<file path="config.mk">
export PLATFORM = sky130hd
export DESIGN_NAME = diff_drive_pid_motor_control_flat
export DESIGN_NICKNAME = d
export VERILOG_FILES = /design/src/rtl/ddpid_pkg.sv /design/src/rtl/ddpid_if.sv /design/src/rtl/ddpid_mac.sv /design/src/rtl/ddpid_div.sv /design/src/rtl/diff_drive_pid_motor_control.sv /design/src/flat_wrapper.sv
export SDC_FILE = /design/constraint.sdc
export NUM_CORES = 2
export LEC_CHECK = 0
export BUFFER_PORTS_ARGS = -buffer_cell sky130_fd_sc_hd__buf_2
export CORE_ASPECT_RATIO = 2
export CORE_MARGIN = 4
export CORE_UTILIZATION = 35
export CTS_BUF_LIST = sky130_fd_sc_hd__clkbuf_8
export DETAILED_ROUTE_END_ITERATION = 12
export GPL_TIMING_DRIVEN = 0
export SLEW_MARGIN = 20
export SYNTH_ARGS = -nofsm -noshare
export SYNTH_HDL_FRONTEND = slang
export SYNTH_HIERARCHICAL = 1
export SYNTH_SLANG_ARGS = --single-unit
</file>
<file path="constraint.sdc">
create_clock -name i_clk -period 18.8 [get_ports i_clk]
set_clock_uncertainty 0.1 [all_clocks]
set_input_delay 2.82 -clock i_clk [delete_from_list [all_inputs] [get_ports i_clk]]
set_output_delay 2.82 -clock i_clk [all_outputs]
set_load 0.02 [all_outputs]
</file>
<file path="src/rtl/ddpid_pkg.sv">
// Shared types, constants and helper functions of the differential-drive PID controller.
package ddpid_pkg;

    localparam int SPD_W      = 16;
    localparam int BATT_W     = 14;
    localparam int PWM_W      = 12;
    localparam int GAIN_W     = 16;
    localparam int MUL_A_W    = 18;
    localparam int MUL_B_W    = 34;
    localparam int PROD_W     = MUL_A_W + MUL_B_W;
    localparam int ACC_W      = 56;
    localparam int DIV_W      = 48;
    localparam int DIV_BITS   = 2;
    localparam int CFG_IDX_W  = 3;
    localparam int CFG_DATA_W = 48;
    localparam int SAT_IN_W   = 50;

    // Percent mode divides (FULL_BATTERY_MV * ideal_percent) / 256 by this.
    localparam logic [BATT_W-1:0] PCT_DIVISOR = BATT_W'(100);

    // Bit positions in control_flags.
    localparam int FLAG_PERCENT = 0;
    localparam int FLAG_GYRO    = 1;
    localparam int FLAG_LINE    = 2;

    typedef enum logic [CFG_IDX_W-1:0] {
        REG_FLAGS,
        REG_TARGET_SPEED,
        REG_TARGET_PERCENT,
        REG_ACCEL_STEP,
        REG_BRAKE_STEP,
        REG_LINEAR_GAINS,
        REG_ANGULAR_GAINS,
        REG_LINE_GAINS
    } t_reg_idx;

    typedef enum logic [3:0] {
        S_IDLE,
        S_RAMP,
        S_ERR,
        S_LIN_MAC,
        S_LIN_DRAIN,
        S_LIN_SAVE,
        S_LIN_DIVS,
        S_LIN_DIVW,
        S_ANG_MAC,
        S_ANG_DRAIN,
        S_VOLT,
        S_PWM_MAC,
        S_PWM_DRAIN,
        S_PWM_DIVS,
        S_PWM_DIVW,
        S_DONE
    } t_state;

    typedef struct packed {
        logic clear;
        logic valid;
    } t_mac_ctl;

    typedef struct packed {
        logic busy;
        logic done;
    } t_div_stat;

    // Saturate a signed value to the signed 32-bit range.
    function automatic logic signed [31:0] sat32(input logic signed [SAT_IN_W-1:0] v);
        logic signed [SAT_IN_W-1:0] hi;
        logic signed [SAT_IN_W-1:0] lo;
        hi = SAT_IN_W'(64'sh7FFF_FFFF);
        lo = -SAT_IN_W'(64'sh8000_0000);
        if (v > hi) begin
            return 32'sh7FFF_FFFF;
        end else if (v < lo) begin
            return 32'sh8000_0000;
        end else begin
            return v[31:0];
        end
    endfunction

endpackage

</file>
<file path="src/rtl/ddpid_if.sv">
// Valid/ready channel interfaces for control ticks, PWM results and register writes.
interface ddpid_in_if;
    logic                                valid;
    logic                                ready;
    logic                                running;
    logic signed [ddpid_pkg::SPD_W-1:0]  left_speed;
    logic signed [ddpid_pkg::SPD_W-1:0]  right_speed;
    logic signed [ddpid_pkg::SPD_W-1:0]  gyro_rate;
    logic signed [ddpid_pkg::SPD_W-1:0]  line_position;
    logic        [ddpid_pkg::BATT_W-1:0] battery_mv;

    modport source (output valid, running, left_speed, right_speed, gyro_rate,
                    line_position, battery_mv, input ready);
    modport sink   (input valid, running, left_speed, right_speed, gyro_rate,
                    line_position, battery_mv, output ready);
endinterface

interface ddpid_out_if;
    logic                              valid;
    logic                              ready;
    logic [ddpid_pkg::PWM_W-1:0]       left_duty;
    logic [ddpid_pkg::PWM_W-1:0]       right_duty;
    logic                              stopped;

    modport source (output valid, left_duty, right_duty, stopped, input ready);
    modport sink   (input valid, left_duty, right_duty, stopped, output ready);
endinterface

interface ddpid_cfg_if;
    logic                                 valid;
    logic                                 ready;
    logic [ddpid_pkg::CFG_IDX_W-1:0]      index;
    logic [ddpid_pkg::CFG_DATA_W-1:0]     data;

    modport source (output valid, index, data, input ready);
    modport sink   (input valid, index, data, output ready);
endinterface

</file>
<file path="src/rtl/ddpid_mac.sv">
// Shared signed multiply-accumulate unit with a registered product.
module ddpid_mac (
    input  logic                                   i_clk,
    input  logic                                   i_rst_n,
    input  ddpid_pkg::t_mac_ctl                    i_ctl,
    input  logic signed [ddpid_pkg::MUL_A_W-1:0]   i_a,
    input  logic signed [ddpid_pkg::MUL_B_W-1:0]   i_b,
    output logic signed [ddpid_pkg::ACC_W-1:0]     o_acc
);

    logic signed [ddpid_pkg::PROD_W-1:0] r_prod;
    logic                                r_prod_vld;
    logic signed [ddpid_pkg::ACC_W-1:0]  r_acc;

    always_ff @(posedge i_clk) begin
        r_prod <= i_a * i_b;
    end

    always_ff @(posedge i_clk) begin
        if (!i_rst_n) begin
            r_prod_vld <= 1'b0;
            r_acc      <= '0;
        end else if (i_ctl.clear) begin
            r_prod_vld <= 1'b0;
            r_acc      <= '0;
        end else begin
            r_prod_vld <= i_ctl.valid;
            if (r_prod_vld) begin
                r_acc <= r_acc + ddpid_pkg::ACC_W'(r_prod);
            end
        end
    end

    assign o_acc = r_acc;

endmodule

</file>
<file path="src/rtl/ddpid_div.sv">
// Iterative unsigned restoring divider, two quotient bits per cycle.
module ddpid_div (
    input  logic                              i_clk,
    input  logic                              i_rst_n,
    input  logic                              i_start,
    input  logic [ddpid_pkg::DIV_W-1:0]       i_dividend,
    input  logic [ddpid_pkg::BATT_W-1:0]      i_divisor,
    output ddpid_pkg::t_div_stat              o_stat,
    output logic [ddpid_pkg::DIV_W-1:0]       o_quotient
);

    localparam int ITERS = ddpid_pkg::DIV_W / ddpid_pkg::DIV_BITS;
    localparam int CNT_W = $clog2(ITERS);

    logic                              r_busy;
    logic                              r_done;
    logic [CNT_W-1:0]                  r_cnt;
    logic [ddpid_pkg::DIV_W-1:0]       r_quo;
    logic [ddpid_pkg::BATT_W-1:0]      r_rem;
    logic [ddpid_pkg::BATT_W-1:0]      r_dvs;
    logic [ddpid_pkg::DIV_W-1:0]       n_quo;
    logic [ddpid_pkg::BATT_W-1:0]      n_rem;

    always_comb begin
        logic [ddpid_pkg::BATT_W:0] trial;
        n_quo = r_quo;
        n_rem = r_rem;
        for (int j = 0; j < ddpid_pkg::DIV_BITS; j++) begin
            trial = {n_rem, n_quo[ddpid_pkg::DIV_W-1]};
            if (trial >= {1'b0, r_dvs}) begin
                trial = trial - {1'b0, r_dvs};
                n_quo = {n_quo[ddpid_pkg::DIV_W-2:0], 1'b1};
            end else begin
                n_quo = {n_quo[ddpid_pkg::DIV_W-2:0], 1'b0};
            end
            n_rem = trial[ddpid_pkg::BATT_W-1:0];
        end
    end

    always_ff @(posedge i_clk) begin
        if (!i_rst_n) begin
            r_busy <= 1'b0;
            r_done <= 1'b0;
            r_cnt  <= '0;
        end else begin
            r_done <= 1'b0;
            if (i_start && !r_busy) begin
                r_busy <= 1'b1;
                r_cnt  <= '0;
            end else if (r_busy) begin
                r_cnt <= r_cnt + 1'b1;
                if (r_cnt == CNT_W'(ITERS - 1)) begin
                    r_busy <= 1'b0;
                    r_done <= 1'b1;
                end
            end
        end
    end

    always_ff @(posedge i_clk) begin
        if (i_start && !r_busy) begin
            r_quo <= i_dividend;
            r_rem <= '0;
            r_dvs <= i_divisor;
        end else if (r_busy) begin
            r_quo <= n_quo;
            r_rem <= n_rem;
        end
    end

    assign o_stat.busy = r_busy;
    assign o_stat.done = r_done;
    assign o_quotient  = r_quo;

endmodule

</file>
<file path="src/rtl/diff_drive_pid_motor_control.sv">
// Top level of the differential-drive PID motor controller with its sequencer.
//
// One control tick is one input transfer; it yields exactly one result transfer with the two
// motor PWM compare values. A tick with running low goes straight to the result step with
// the stop value and leaves all state alone. A running tick walks a small sequencer: the
// selected ramp and the error accumulators update, then one shared 18x34 multiply-accumulate
// unit forms the linear PD (or the percent-of-battery voltage) and the five-term angular PD
// plus line PID, and one shared divider maps each wheel voltage to PWM through
// v*(PWM_MAX/2)/battery_mv. The divider yields two quotient bits a cycle over a 48-bit
// dividend, and percent mode needs one more divide, by 100. The input channel is ready only
// while the sequencer is idle. A finished result waits in an output register, so the next
// tick may be taken while it is still pending. Register writes are always taken and are
// meant to happen only between ticks.
module diff_drive_pid_motor_control #(
    parameter int unsigned PWM_MAX         = 4095,
    parameter int unsigned PWM_STOP        = 0,
    parameter int unsigned PWM_MIN         = 0,
    parameter int unsigned FULL_BATTERY_MV = 8400
) (
    input  logic          i_clk,
    input  logic          i_rst_n,
    ddpid_in_if.sink      i_in,
    ddpid_cfg_if.sink     i_cfg,
    ddpid_out_if.source   o_out
);

    localparam int unsigned STOP_SAT = (PWM_STOP > PWM_MAX) ? PWM_MAX : PWM_STOP;
    localparam logic [ddpid_pkg::PWM_W-1:0]   STOP_PWM = ddpid_pkg::PWM_W'(STOP_SAT);
    localparam logic signed [ddpid_pkg::MUL_A_W-1:0] HALF_PWM =
        ddpid_pkg::MUL_A_W'(PWM_MAX / 2);
    localparam logic signed [ddpid_pkg::MUL_A_W-1:0] FULL_MV =
        ddpid_pkg::MUL_A_W'(FULL_BATTERY_MV);
    localparam logic [48:0] STOP_W = 49'(PWM_STOP);
    localparam logic [48:0] MIN_W  = 49'(PWM_MIN);
    localparam logic [48:0] MAX_W  = 49'(PWM_MAX);

    // Configuration registers.
    logic [2:0]         r_flags;
    logic signed [15:0] r_tgt_speed;
    logic [6:0]         r_tgt_pct;
    logic [15:0]        r_accel;
    logic [15:0]        r_brake;
    logic [31:0]        r_lin_gains;
    logic [31:0]        r_ang_gains;
    logic [47:0]        r_line_gains;

    // Controller state kept from tick to tick.
    logic signed [31:0] r_ideal_speed;
    logic signed [31:0] r_ideal_pct;
    logic signed [31:0] r_speed_acc;
    logic signed [31:0] r_prev_speed;
    logic signed [31:0] r_turn_acc;
    logic signed [31:0] r_prev_turn;
    logic signed [15:0] r_line_now;
    logic signed [15:0] r_line_prev;
    logic signed [31:0] r_line_sum;

    // Latched tick inputs and working values.
    logic signed [15:0] r_left;
    logic signed [15:0] r_right;
    logic signed [15:0] r_gyro;
    logic signed [15:0] r_linepos;
    logic [13:0]        r_batt;
    logic signed [47:0] r_lin;
    logic signed [31:0] r_vl;
    logic signed [31:0] r_vr;
    logic               r_side;
    logic [2:0]         r_cnt;
    logic [11:0]        r_pwm_l;
    logic [11:0]        r_pwm_r;
    logic               r_stopped;

    // Output register.
    logic               r_out_vld;
    logic [11:0]        r_out_l;
    logic [11:0]        r_out_r;
    logic               r_out_stop;

    ddpid_pkg::t_state  r_state;
    ddpid_pkg::t_state  n_state;

    ddpid_pkg::t_mac_ctl                      mac_ctl;
    logic signed [ddpid_pkg::MUL_A_W-1:0]     mac_a;
    logic signed [ddpid_pkg::MUL_B_W-1:0]     mac_b;
    logic signed [ddpid_pkg::ACC_W-1:0]       mac_acc;
    logic                                     div_start;
    logic [ddpid_pkg::DIV_W-1:0]              div_dividend;
    logic [ddpid_pkg::BATT_W-1:0]             div_divisor;
    ddpid_pkg::t_div_stat                     div_stat;
    logic [ddpid_pkg::DIV_W-1:0]              div_quo;

    logic in_fire;
    logic out_load;
    logic pct_mode;
    logic [2:0] lin_last;

    assign in_fire  = i_in.valid && i_in.ready;
    assign pct_mode = r_flags[ddpid_pkg::FLAG_PERCENT];
    assign lin_last = pct_mode ? 3'd0 : 3'd1;
    assign out_load = (r_state == ddpid_pkg::S_DONE) && (!r_out_vld || o_out.ready);

    ddpid_mac u_mac (
        .i_clk   (i_clk),
        .i_rst_n (i_rst_n),
        .i_ctl   (mac_ctl),
        .i_a     (mac_a),
        .i_b     (mac_b),
        .o_acc   (mac_acc)
    );

    ddpid_div u_div (
        .i_clk      (i_clk),
        .i_rst_n    (i_rst_n),
        .i_start    (div_start),
        .i_dividend (div_dividend),
        .i_divisor  (div_divisor),
        .o_stat     (div_stat),
        .o_quotient (div_quo)
    );

    // Ramp of the selected ideal value toward its target, clamped so it never overshoots.
    logic signed [33:0] rp_cur;
    logic signed [33:0] rp_tgt;
    logic signed [33:0] rp_up;
    logic signed [33:0] rp_dn;
    logic signed [33:0] rp_new;

    always_comb begin
        rp_cur = pct_mode ? 34'(r_ideal_pct) : 34'(r_ideal_speed);
        rp_tgt = pct_mode ? $signed({19'd0, r_tgt_pct, 8'd0})
                          : $signed({{10{r_tgt_speed[15]}}, r_tgt_speed, 8'd0});
        rp_up  = rp_cur + $signed({18'd0, r_accel});
        rp_dn  = rp_cur - $signed({18'd0, r_brake});
        if (rp_cur < rp_tgt) begin
            rp_new = (rp_up > rp_tgt) ? rp_tgt : rp_up;
        end else if (rp_cur > rp_tgt) begin
            rp_new = (rp_dn < rp_tgt) ? rp_tgt : rp_dn;
        end else begin
            rp_new = rp_cur;
        end
    end

    // Error accumulator updates, each saturating at the signed 32-bit range.
    logic signed [35:0] wheel_sum;
    logic signed [35:0] speed_err;
    logic signed [31:0] speed_acc_new;
    logic signed [31:0] turn_acc_new;
    logic signed [31:0] line_sum_new;

    always_comb begin
        wheel_sum     = 36'(r_left) + 36'(r_right);
        speed_err     = 36'(r_speed_acc) + 36'(r_ideal_speed) - (wheel_sum <<< 7);
        speed_acc_new = ddpid_pkg::sat32(ddpid_pkg::SAT_IN_W'(speed_err));
        turn_acc_new  = ddpid_pkg::sat32(ddpid_pkg::SAT_IN_W'(r_turn_acc)
                                         + ddpid_pkg::SAT_IN_W'(r_gyro));
        line_sum_new  = ddpid_pkg::sat32(ddpid_pkg::SAT_IN_W'(r_line_sum)
                                         + ddpid_pkg::SAT_IN_W'(r_linepos));
    end

    // Wheel voltages: linear plus or minus angular, where angular is the floor of the sum / 256.
    logic signed [ddpid_pkg::ACC_W-1:0] ang_full;
    logic signed [31:0] volt_l;
    logic signed [31:0] volt_r;
    logic signed [31:0] vc;

    always_comb begin
        ang_full = mac_acc >>> 8;
        volt_l   = ddpid_pkg::sat32(ddpid_pkg::SAT_IN_W'(r_lin)
                                    + ddpid_pkg::SAT_IN_W'(ang_full));
        volt_r   = ddpid_pkg::sat32(ddpid_pkg::SAT_IN_W'(r_lin)
                                    - ddpid_pkg::SAT_IN_W'(ang_full));
        vc       = r_side ? r_vr : r_vl;
    end

    // PWM mapping of the finished quotient: offset by stop, minimum if v is nonzero, saturated.
    logic [48:0] pwm_sum;
    logic [11:0] pwm_val;

    always_comb begin
        pwm_sum = STOP_W + 49'(div_quo);
        if ((vc != 32'sd0) && (pwm_sum < MIN_W)) begin
            pwm_sum = MIN_W;
        end
        if (pwm_sum > MAX_W) begin
            pwm_sum = MAX_W;
        end
        pwm_val = pwm_sum[11:0];
    end

    // Next-state logic of the sequencer.
    always_comb begin
        n_state = r_state;
        case (r_state)
            ddpid_pkg::S_IDLE: begin
                if (in_fire) begin
                    n_state = i_in.running ? ddpid_pkg::S_RAMP : ddpid_pkg::S_DONE;
                end
            end
            ddpid_pkg::S_RAMP:      n_state = ddpid_pkg::S_ERR;
            ddpid_pkg::S_ERR:       n_state = ddpid_pkg::S_LIN_MAC;
            ddpid_pkg::S_LIN_MAC: begin
                if (r_cnt == lin_last) begin
                    n_state = ddpid_pkg::S_LIN_DRAIN;
                end
            end
            ddpid_pkg::S_LIN_DRAIN: begin
                n_state = pct_mode ? ddpid_pkg::S_LIN_DIVS : ddpid_pkg::S_LIN_SAVE;
            end
            ddpid_pkg::S_LIN_SAVE:  n_state = ddpid_pkg::S_ANG_MAC;
            ddpid_pkg::S_LIN_DIVS:  n_state = ddpid_pkg::S_LIN_DIVW;
            ddpid_pkg::S_LIN_DIVW: begin
                if (div_stat.done) begin
                    n_state = ddpid_pkg::S_ANG_MAC;
                end
            end
            ddpid_pkg::S_ANG_MAC: begin
                if (r_cnt == 3'd4) begin
                    n_state = ddpid_pkg::S_ANG_DRAIN;
                end
            end
            ddpid_pkg::S_ANG_DRAIN: n_state = ddpid_pkg::S_VOLT;
            ddpid_pkg::S_VOLT:      n_state = ddpid_pkg::S_PWM_MAC;
            ddpid_pkg::S_PWM_MAC:   n_state = ddpid_pkg::S_PWM_DRAIN;
            ddpid_pkg::S_PWM_DRAIN: n_state = ddpid_pkg::S_PWM_DIVS;
            ddpid_pkg::S_PWM_DIVS:  n_state = ddpid_pkg::S_PWM_DIVW;
            ddpid_pkg::S_PWM_DIVW: begin
                if (div_stat.done) begin
                    n_state = r_side ? ddpid_pkg::S_DONE : ddpid_pkg::S_PWM_MAC;
                end
            end
            ddpid_pkg::S_DONE: begin
                if (out_load) begin
                    n_state = ddpid_pkg::S_IDLE;
                end
            end
            default:                n_state = ddpid_pkg::S_IDLE;
        endcase
    end

    // Sequencer outputs: handshake, MAC operands and divider start.
    always_comb begin
        i_in.ready    = 1'b0;
        mac_ctl.clear = 1'b0;
        mac_ctl.valid = 1'b0;
        mac_a         = '0;
        mac_b         = '0;
        div_start     = 1'b0;
        div_dividend  = mac_acc[ddpid_pkg::DIV_W-1:0];
        div_divisor   = r_batt;
        case (r_state)
            ddpid_pkg::S_IDLE: begin
                i_in.ready = 1'b1;
            end
            ddpid_pkg::S_ERR: begin
                mac_ctl.clear = 1'b1;
            end
            ddpid_pkg::S_LIN_MAC: begin
                mac_ctl.valid = 1'b1;
                if (pct_mode) begin
                    mac_a = FULL_MV;
                    mac_b = 34'(r_ideal_pct);
                end else if (r_cnt == 3'd0) begin
                    mac_a = 18'(r_lin_gains[15:0]);
                    mac_b = 34'(r_speed_acc);
                end else begin
                    mac_a = 18'(r_lin_gains[31:16]);
                    mac_b = 34'(r_speed_acc) - 34'(r_prev_speed);
                end
            end
            ddpid_pkg::S_LIN_SAVE: begin
                mac_ctl.clear = 1'b1;
            end
            ddpid_pkg::S_LIN_DIVS: begin
                mac_ctl.clear = 1'b1;
                div_start     = 1'b1;
                div_dividend  = ddpid_pkg::DIV_W'(mac_acc >>> 8);
                div_divisor   = ddpid_pkg::PCT_DIVISOR;
            end
            ddpid_pkg::S_ANG_MAC: begin
                mac_ctl.valid = 1'b1;
                case (r_cnt)
                    3'd0: begin
                        mac_a = 18'(r_ang_gains[15:0]);
                        mac_b = 34'(r_turn_acc);
                    end
                    3'd1: begin
                        mac_a = 18'(r_ang_gains[31:16]);
                        mac_b = 34'(r_turn_acc) - 34'(r_prev_turn);
                    end
                    3'd2: begin
                        mac_a = 18'(r_line_gains[15:0]);
                        mac_b = 34'(r_line_now);
                    end
                    3'd3: begin
                        mac_a = 18'(r_line_gains[31:16]);
                        mac_b = 34'(r_line_sum);
                    end
                    default: begin
                        mac_a = 18'(r_line_gains[47:32]);
                        mac_b = 34'(r_line_now) - 34'(r_line_prev);
                    end
                endcase
            end
            ddpid_pkg::S_VOLT: begin
                mac_ctl.clear = 1'b1;
            end
            ddpid_pkg::S_PWM_MAC: begin
                mac_ctl.valid = 1'b1;
                mac_a         = HALF_PWM;
                mac_b         = (vc > 32'sd0) ? 34'(vc) : '0;
            end
            ddpid_pkg::S_PWM_DIVS: begin
                mac_ctl.clear = 1'b1;
                div_start     = 1'b1;
            end
            default: begin
            end
        endcase
    end

    // Sequencer state and step counter.
    always_ff @(posedge i_clk) begin
        if (!i_rst_n) begin
            r_state <= ddpid_pkg::S_IDLE;
            r_cnt   <= '0;
        end else begin
            r_state <= n_state;
            if (n_state != r_state) begin
                r_cnt <= '0;
            end else begin
                r_cnt <= r_cnt + 1'b1;
            end
        end
    end

    // Configuration writes.
    assign i_cfg.ready = 1'b1;

    always_ff @(posedge i_clk) begin
        if (!i_rst_n) begin
            r_flags      <= '0;
            r_tgt_speed  <= '0;
            r_tgt_pct    <= '0;
            r_accel      <= '0;
            r_brake      <= '0;
            r_lin_gains  <= '0;
            r_ang_gains  <= '0;
            r_line_gains <= '0;
        end else if (i_cfg.valid && i_cfg.ready) begin
            case (ddpid_pkg::t_reg_idx'(i_cfg.index))
                ddpid_pkg::REG_FLAGS:          r_flags      <= i_cfg.data[2:0];
                ddpid_pkg::REG_TARGET_SPEED:   r_tgt_speed  <= $signed(i_cfg.data[15:0]);
                ddpid_pkg::REG_TARGET_PERCENT: r_tgt_pct    <= i_cfg.data[6:0];
                ddpid_pkg::REG_ACCEL_STEP:     r_accel      <= i_cfg.data[15:0];
                ddpid_pkg::REG_BRAKE_STEP:     r_brake      <= i_cfg.data[15:0];
                ddpid_pkg::REG_LINEAR_GAINS:   r_lin_gains  <= i_cfg.data[31:0];
                ddpid_pkg::REG_ANGULAR_GAINS:  r_ang_gains  <= i_cfg.data[31:0];
                ddpid_pkg::REG_LINE_GAINS:     r_line_gains <= i_cfg.data[47:0];
                default: begin
                end
            endcase
        end
    end

    // Controller state: changes only on running ticks, in the ramp and error steps.
    always_ff @(posedge i_clk) begin
        if (!i_rst_n) begin
            r_ideal_speed <= '0;
            r_ideal_pct   <= '0;
            r_speed_acc   <= '0;
            r_prev_speed  <= '0;
            r_turn_acc    <= '0;
            r_prev_turn   <= '0;
            r_line_now    <= '0;
            r_line_prev   <= '0;
            r_line_sum    <= '0;
        end else if (r_state == ddpid_pkg::S_RAMP) begin
            if (pct_mode) begin
                r_ideal_pct <= rp_new[31:0];
            end else begin
                r_ideal_speed <= rp_new[31:0];
            end
        end else if (r_state == ddpid_pkg::S_ERR) begin
            if (!pct_mode) begin
                r_prev_speed <= r_speed_acc;
                r_speed_acc  <= speed_acc_new;
            end
            // The previous turn error always follows, so with gyro correction off
            // the derivative term goes to zero while the proportional one stays.
            r_prev_turn <= r_turn_acc;
            if (r_flags[ddpid_pkg::FLAG_GYRO]) begin
                r_turn_acc <= turn_acc_new;
            end
            if (r_flags[ddpid_pkg::FLAG_LINE]) begin
                r_line_prev <= r_line_now;
                r_line_now  <= r_linepos;
                r_line_sum  <= line_sum_new;
            end
        end
    end

    // Working registers of one tick.
    always_ff @(posedge i_clk) begin
        if (in_fire) begin
            r_left    <= i_in.left_speed;
            r_right   <= i_in.right_speed;
            r_gyro    <= i_in.gyro_rate;
            r_linepos <= i_in.line_position;
            // A zero battery reading is treated as one millivolt.
            r_batt    <= (i_in.battery_mv == '0) ? 14'd1 : i_in.battery_mv;
            r_stopped <= !i_in.running;
            r_side    <= 1'b0;
            r_pwm_l   <= STOP_PWM;
            r_pwm_r   <= STOP_PWM;
        end
        if (r_state == ddpid_pkg::S_LIN_SAVE) begin
            r_lin <= 48'(mac_acc >>> 16);
        end
        if ((r_state == ddpid_pkg::S_LIN_DIVW) && div_stat.done) begin
            r_lin <= $signed(div_quo);
        end
        if (r_state == ddpid_pkg::S_VOLT) begin
            r_vl <= volt_l;
            r_vr <= volt_r;
        end
        if ((r_state == ddpid_pkg::S_PWM_DIVW) && div_stat.done) begin
            if (r_side) begin
                r_pwm_r <= pwm_val;
            end else begin
                r_pwm_l <= pwm_val;
            end
            r_side <= 1'b1;
        end
    end

    // Output register: holds a finished result until its transfer completes.
    always_ff @(posedge i_clk) begin
        if (!i_rst_n) begin
            r_out_vld <= 1'b0;
        end else if (out_load) begin
            r_out_vld <= 1'b1;
        end else if (o_out.ready) begin
            r_out_vld <= 1'b0;
        end
    end

    always_ff @(posedge i_clk) begin
        if (out_load) begin
            r_out_l    <= r_pwm_l;
            r_out_r    <= r_pwm_r;
            r_out_stop <= r_stopped;
        end
    end

    assign o_out.valid      = r_out_vld;
    assign o_out.left_duty  = r_out_l;
    assign o_out.right_duty = r_out_r;
    assign o_out.stopped    = r_out_stop;

`ifndef ASSERT_OFF
    // A tick that is not running goes straight to the result step.
    a_stop_fast: assert property (@(posedge i_clk) disable iff (!i_rst_n)
        (in_fire && !i_in.running) |=> (r_state == ddpid_pkg::S_DONE))
        else $error("stop tick did not go straight to the result step");

    // The divider is never started while it is still busy.
    a_div_start: assert property (@(posedge i_clk) disable iff (!i_rst_n)
        div_start |-> !div_stat.busy)
        else $error("divider started while busy");

    // A divide completes only while the sequencer waits for it.
    a_div_done: assert property (@(posedge i_clk) disable iff (!i_rst_n)
        div_stat.done |-> (r_state == ddpid_pkg::S_LIN_DIVW
                           || r_state == ddpid_pkg::S_PWM_DIVW))
        else $error("divide finished outside a wait step");

    // A stopped result always carries the stop value on both wheels.
    a_stop_value: assert property (@(posedge i_clk) disable iff (!i_rst_n)
        (o_out.valid && o_out.stopped) |-> (o_out.left_duty == STOP_PWM
                                             && o_out.right_duty == STOP_PWM))
        else $error("stopped result with non-stop PWM");
`endif

endmodule

</file>
<file path="src/flat_wrapper.sv">
// flat-port wrapper written by rule: the top's interface ports become plain ports
module diff_drive_pid_motor_control_flat 
#(
    parameter int unsigned PWM_MAX         = 4095,
    parameter int unsigned PWM_STOP        = 0,
    parameter int unsigned PWM_MIN         = 0,
    parameter int unsigned FULL_BATTERY_MV = 8400
)
  (i_clk, i_rst_n, i_in_valid, i_in_running, i_in_left_speed, i_in_right_speed, i_in_gyro_rate, i_in_line_position, i_in_battery_mv, i_in_ready, i_cfg_valid, i_cfg_index, i_cfg_data, i_cfg_ready, o_out_valid, o_out_left_duty, o_out_right_duty, o_out_stopped, o_out_ready);
  ddpid_in_if i_in_i ();
  ddpid_cfg_if i_cfg_i ();
  ddpid_out_if o_out_i ();
  input  logic i_clk;
  input  logic i_rst_n;
  input wire logic [$bits(i_in_i.valid)-1:0] i_in_valid;
  input wire logic [$bits(i_in_i.running)-1:0] i_in_running;
  input wire logic [$bits(i_in_i.left_speed)-1:0] i_in_left_speed;
  input wire logic [$bits(i_in_i.right_speed)-1:0] i_in_right_speed;
  input wire logic [$bits(i_in_i.gyro_rate)-1:0] i_in_gyro_rate;
  input wire logic [$bits(i_in_i.line_position)-1:0] i_in_line_position;
  input wire logic [$bits(i_in_i.battery_mv)-1:0] i_in_battery_mv;
  output wire logic [$bits(i_in_i.ready)-1:0] i_in_ready;
  input wire logic [$bits(i_cfg_i.valid)-1:0] i_cfg_valid;
  input wire logic [$bits(i_cfg_i.index)-1:0] i_cfg_index;
  input wire logic [$bits(i_cfg_i.data)-1:0] i_cfg_data;
  output wire logic [$bits(i_cfg_i.ready)-1:0] i_cfg_ready;
  output wire logic [$bits(o_out_i.valid)-1:0] o_out_valid;
  output wire logic [$bits(o_out_i.left_duty)-1:0] o_out_left_duty;
  output wire logic [$bits(o_out_i.right_duty)-1:0] o_out_right_duty;
  output wire logic [$bits(o_out_i.stopped)-1:0] o_out_stopped;
  input wire logic [$bits(o_out_i.ready)-1:0] o_out_ready;
  assign i_in_i.valid = i_in_valid;
  assign i_in_i.running = i_in_running;
  assign i_in_i.left_speed = i_in_left_speed;
  assign i_in_i.right_speed = i_in_right_speed;
  assign i_in_i.gyro_rate = i_in_gyro_rate;
  assign i_in_i.line_position = i_in_line_position;
  assign i_in_i.battery_mv = i_in_battery_mv;
  assign i_in_ready = i_in_i.ready;
  assign i_cfg_i.valid = i_cfg_valid;
  assign i_cfg_i.index = i_cfg_index;
  assign i_cfg_i.data = i_cfg_data;
  assign i_cfg_ready = i_cfg_i.ready;
  assign o_out_valid = o_out_i.valid;
  assign o_out_left_duty = o_out_i.left_duty;
  assign o_out_right_duty = o_out_i.right_duty;
  assign o_out_stopped = o_out_i.stopped;
  assign o_out_i.ready = o_out_ready;
  diff_drive_pid_motor_control #(.PWM_MAX(PWM_MAX), .PWM_STOP(PWM_STOP), .PWM_MIN(PWM_MIN), .FULL_BATTERY_MV(FULL_BATTERY_MV)) u_core (.i_clk(i_clk), .i_rst_n(i_rst_n), .i_in(i_in_i), .i_cfg(i_cfg_i), .o_out(o_out_i));
endmodule
</file>
==> metrics.txt <==
GR Util All Layers 31.3%; worst min path class reg2reg; average size of a mapped cell 8.29 um2; Multi-input gate area 55,500 um2; Clock Pin Slew Worst Setup and Hold Paths 70 ps; Root Buffer clkbuf_8; critical-path maximum fanout 10; WL final 382 mm; Min Clock Period, post-route 14,150 ps; CP dominant cell by count fa_1; crit-path max cell delay 940 ps; post-route antenna net violation count 0; register area 20,100 um2; max cap viols 0; drt pass-1 iters 9; RSZ-0062 raised after global routing no; Logic pwr share 65.7%; Peak VDD IR 424 uV; most frequent cells in the layout nand2_1, inv_1, a21oi_1; Finished Core Util 38.8%; Final GP Congestion 1.07; Vias 76,300; P_sw 6.81 mW; Tightest Pin Transition 1350 ps; Die W 348 um; sequential power share 19.9%; Setup WS pre-CTS 4500 ps; Post-CTS Setup Repair Bufs 0; H-tree Lvls 4; nets@finish 11,500; Worst EP required 19,350 ps; FP Rows 249; Clk network pwr share 14.4%; PwrDens 138 nW/um2; Period Utilization, post-route 75.3%; die area 240,000 um2; CP Capture Type flop; pins over their slew limit 0; TritonCTS clock tree yes; Core ar. 230,000 um2; # fillers 23,600; initial antenna violation count 34; P&R area growth vs syn 10.1%; fin cells 13,300; top routing layer used met5; Synth Warn # 6; CTS sink cnt 867; mapped cell area 81,100 um2; Pint 5.56 mW; GR Overflow Total 0; CTS max path bufs 4; DRC 0; post-DR vias/cell 5.75; overall die height 689 um; status finished clean; Buf/Inv on CP 12; first-pass GRT wire length 542 mm; crit path DAT 14,700 ps; CP startpoint kind flop; Met3 Routed Length 22.2 mm; hold_buf cts 0; vias in the first global route 79,300; Top Family by Delay on Critical Path buffers and inverters; number of DRC markers in iteration 0 6,090; CTS Buf Count 141; commonest non-fill, non-tap cell in the layout nand2_1; crit path kind reg2reg; Switching Fraction 55.0%; pin count of the biggest net entering global routing 50; Port Buffers 156; Finish-stage setup viols 0; Initial Util 35.2%; CTS resizes 0; met2 WL 191 mm; P_leak 37.4 nW; worst-skew pair later-pin latency 930 ps; Fin. Hold Viols 0; setup ws final 4650 ps; Post-Place Cells 13,000; Fmax achieved 70.7 MHz; slowest CP cell clkbuf_1; setup TNS 0 ps; Ports 163; dpl hpwl 312 mm; routed length on met1 110 mm; Slew HR 10.1%; Post-Syn Instances 9,781; Wirelength per Cell 28.8 um; ratio of cells with drive above 1 in the final layout 6.38%
[registers in the layout, summed over array words and instances, names as in the netlist, 48 cells and up]
| signal | flops |
|---|---|
| u_core/r_line_gains | 48 |
| u_core/u_mac/r_prod | 52 |
| u_core/u_mac/o_acc | 56 |
| u_core/u_div/o_quotient | 48 |
| u_core/r_lin | 48 |
[cell type report]
type,instances,share of cell area [%]
multi-input combinational,7401,62.1
sequential,867,22.5
inverter,1030,4.33
tap,3012,4.22
clock buffer,162,2.50
buffer,498,2.26
timing repair buffer,201,1.32
clock inverter,78,0.692
antenna,17,0.0476
[worst reg2reg max path, delay by kind of cell (launching register included)]
kind	cells	cell delay, ps
AOI/OAI and AO/OA	10	2940
buffers and inverters	12	5400
DFF	1	510
adders and majority gates	7	3940
xor gates and xnor gates	1	500
and+or+nand+nor	3	540
[power groups by stage]
stage,logic (mW),registers [mW],clock network (mW)
3_3_place_gp,7.41,2.52,0
6_report,8.12,2.46,1.78
4_1_cts,7.58,2.45,1.82
5_1_grt,8.49,2.47,1.89
3_5_place_dp,7.54,2.49,0
2_1_floorplan,4.66,2.35,0
[path summary, 6_finish.rpt]
| check | slack (ps) | from | depth (start not counted) | endpoint |
|---|---|---|---|---|
| hold reg to reg | 300 | u_core/r_pwm_r[11] | 0 | u_core/o_out.right_duty[11] |
| setup reg to reg | 4650 | u_core/r_flags[0] | 33 | u_core/u_mac/r_prod[51] |
| hold / removal | 300 | u_core/r_pwm_r[11] | 0 | u_core/o_out.right_duty[11] |
| setup / recovery | 4650 | u_core/r_flags[0] | 33 | u_core/u_mac/r_prod[51] |
[through the flow]
stage / total power [mW] / instance area [um2] / hold WS (ps)
floorplan: 7.01 / 81200 / 300
global placement: 9.93 / 85700 / 310
detailed placement: 10.0 / 86300 / 314
CTS: 11.9 / 89100 / 285
global route: 12.8 / 89300 / 298
finish: 12.4 / 89300 / 295
[layer usage]
layer  vias to the layer above  track usage, %
met4                        10            37.2
met3                      1754            6.68
li1                      34100               -
met1                     36900            26.0
met2                      3535            56.5
met5                         -               0
Note: power is estimated with default switching activity, not from simulation.
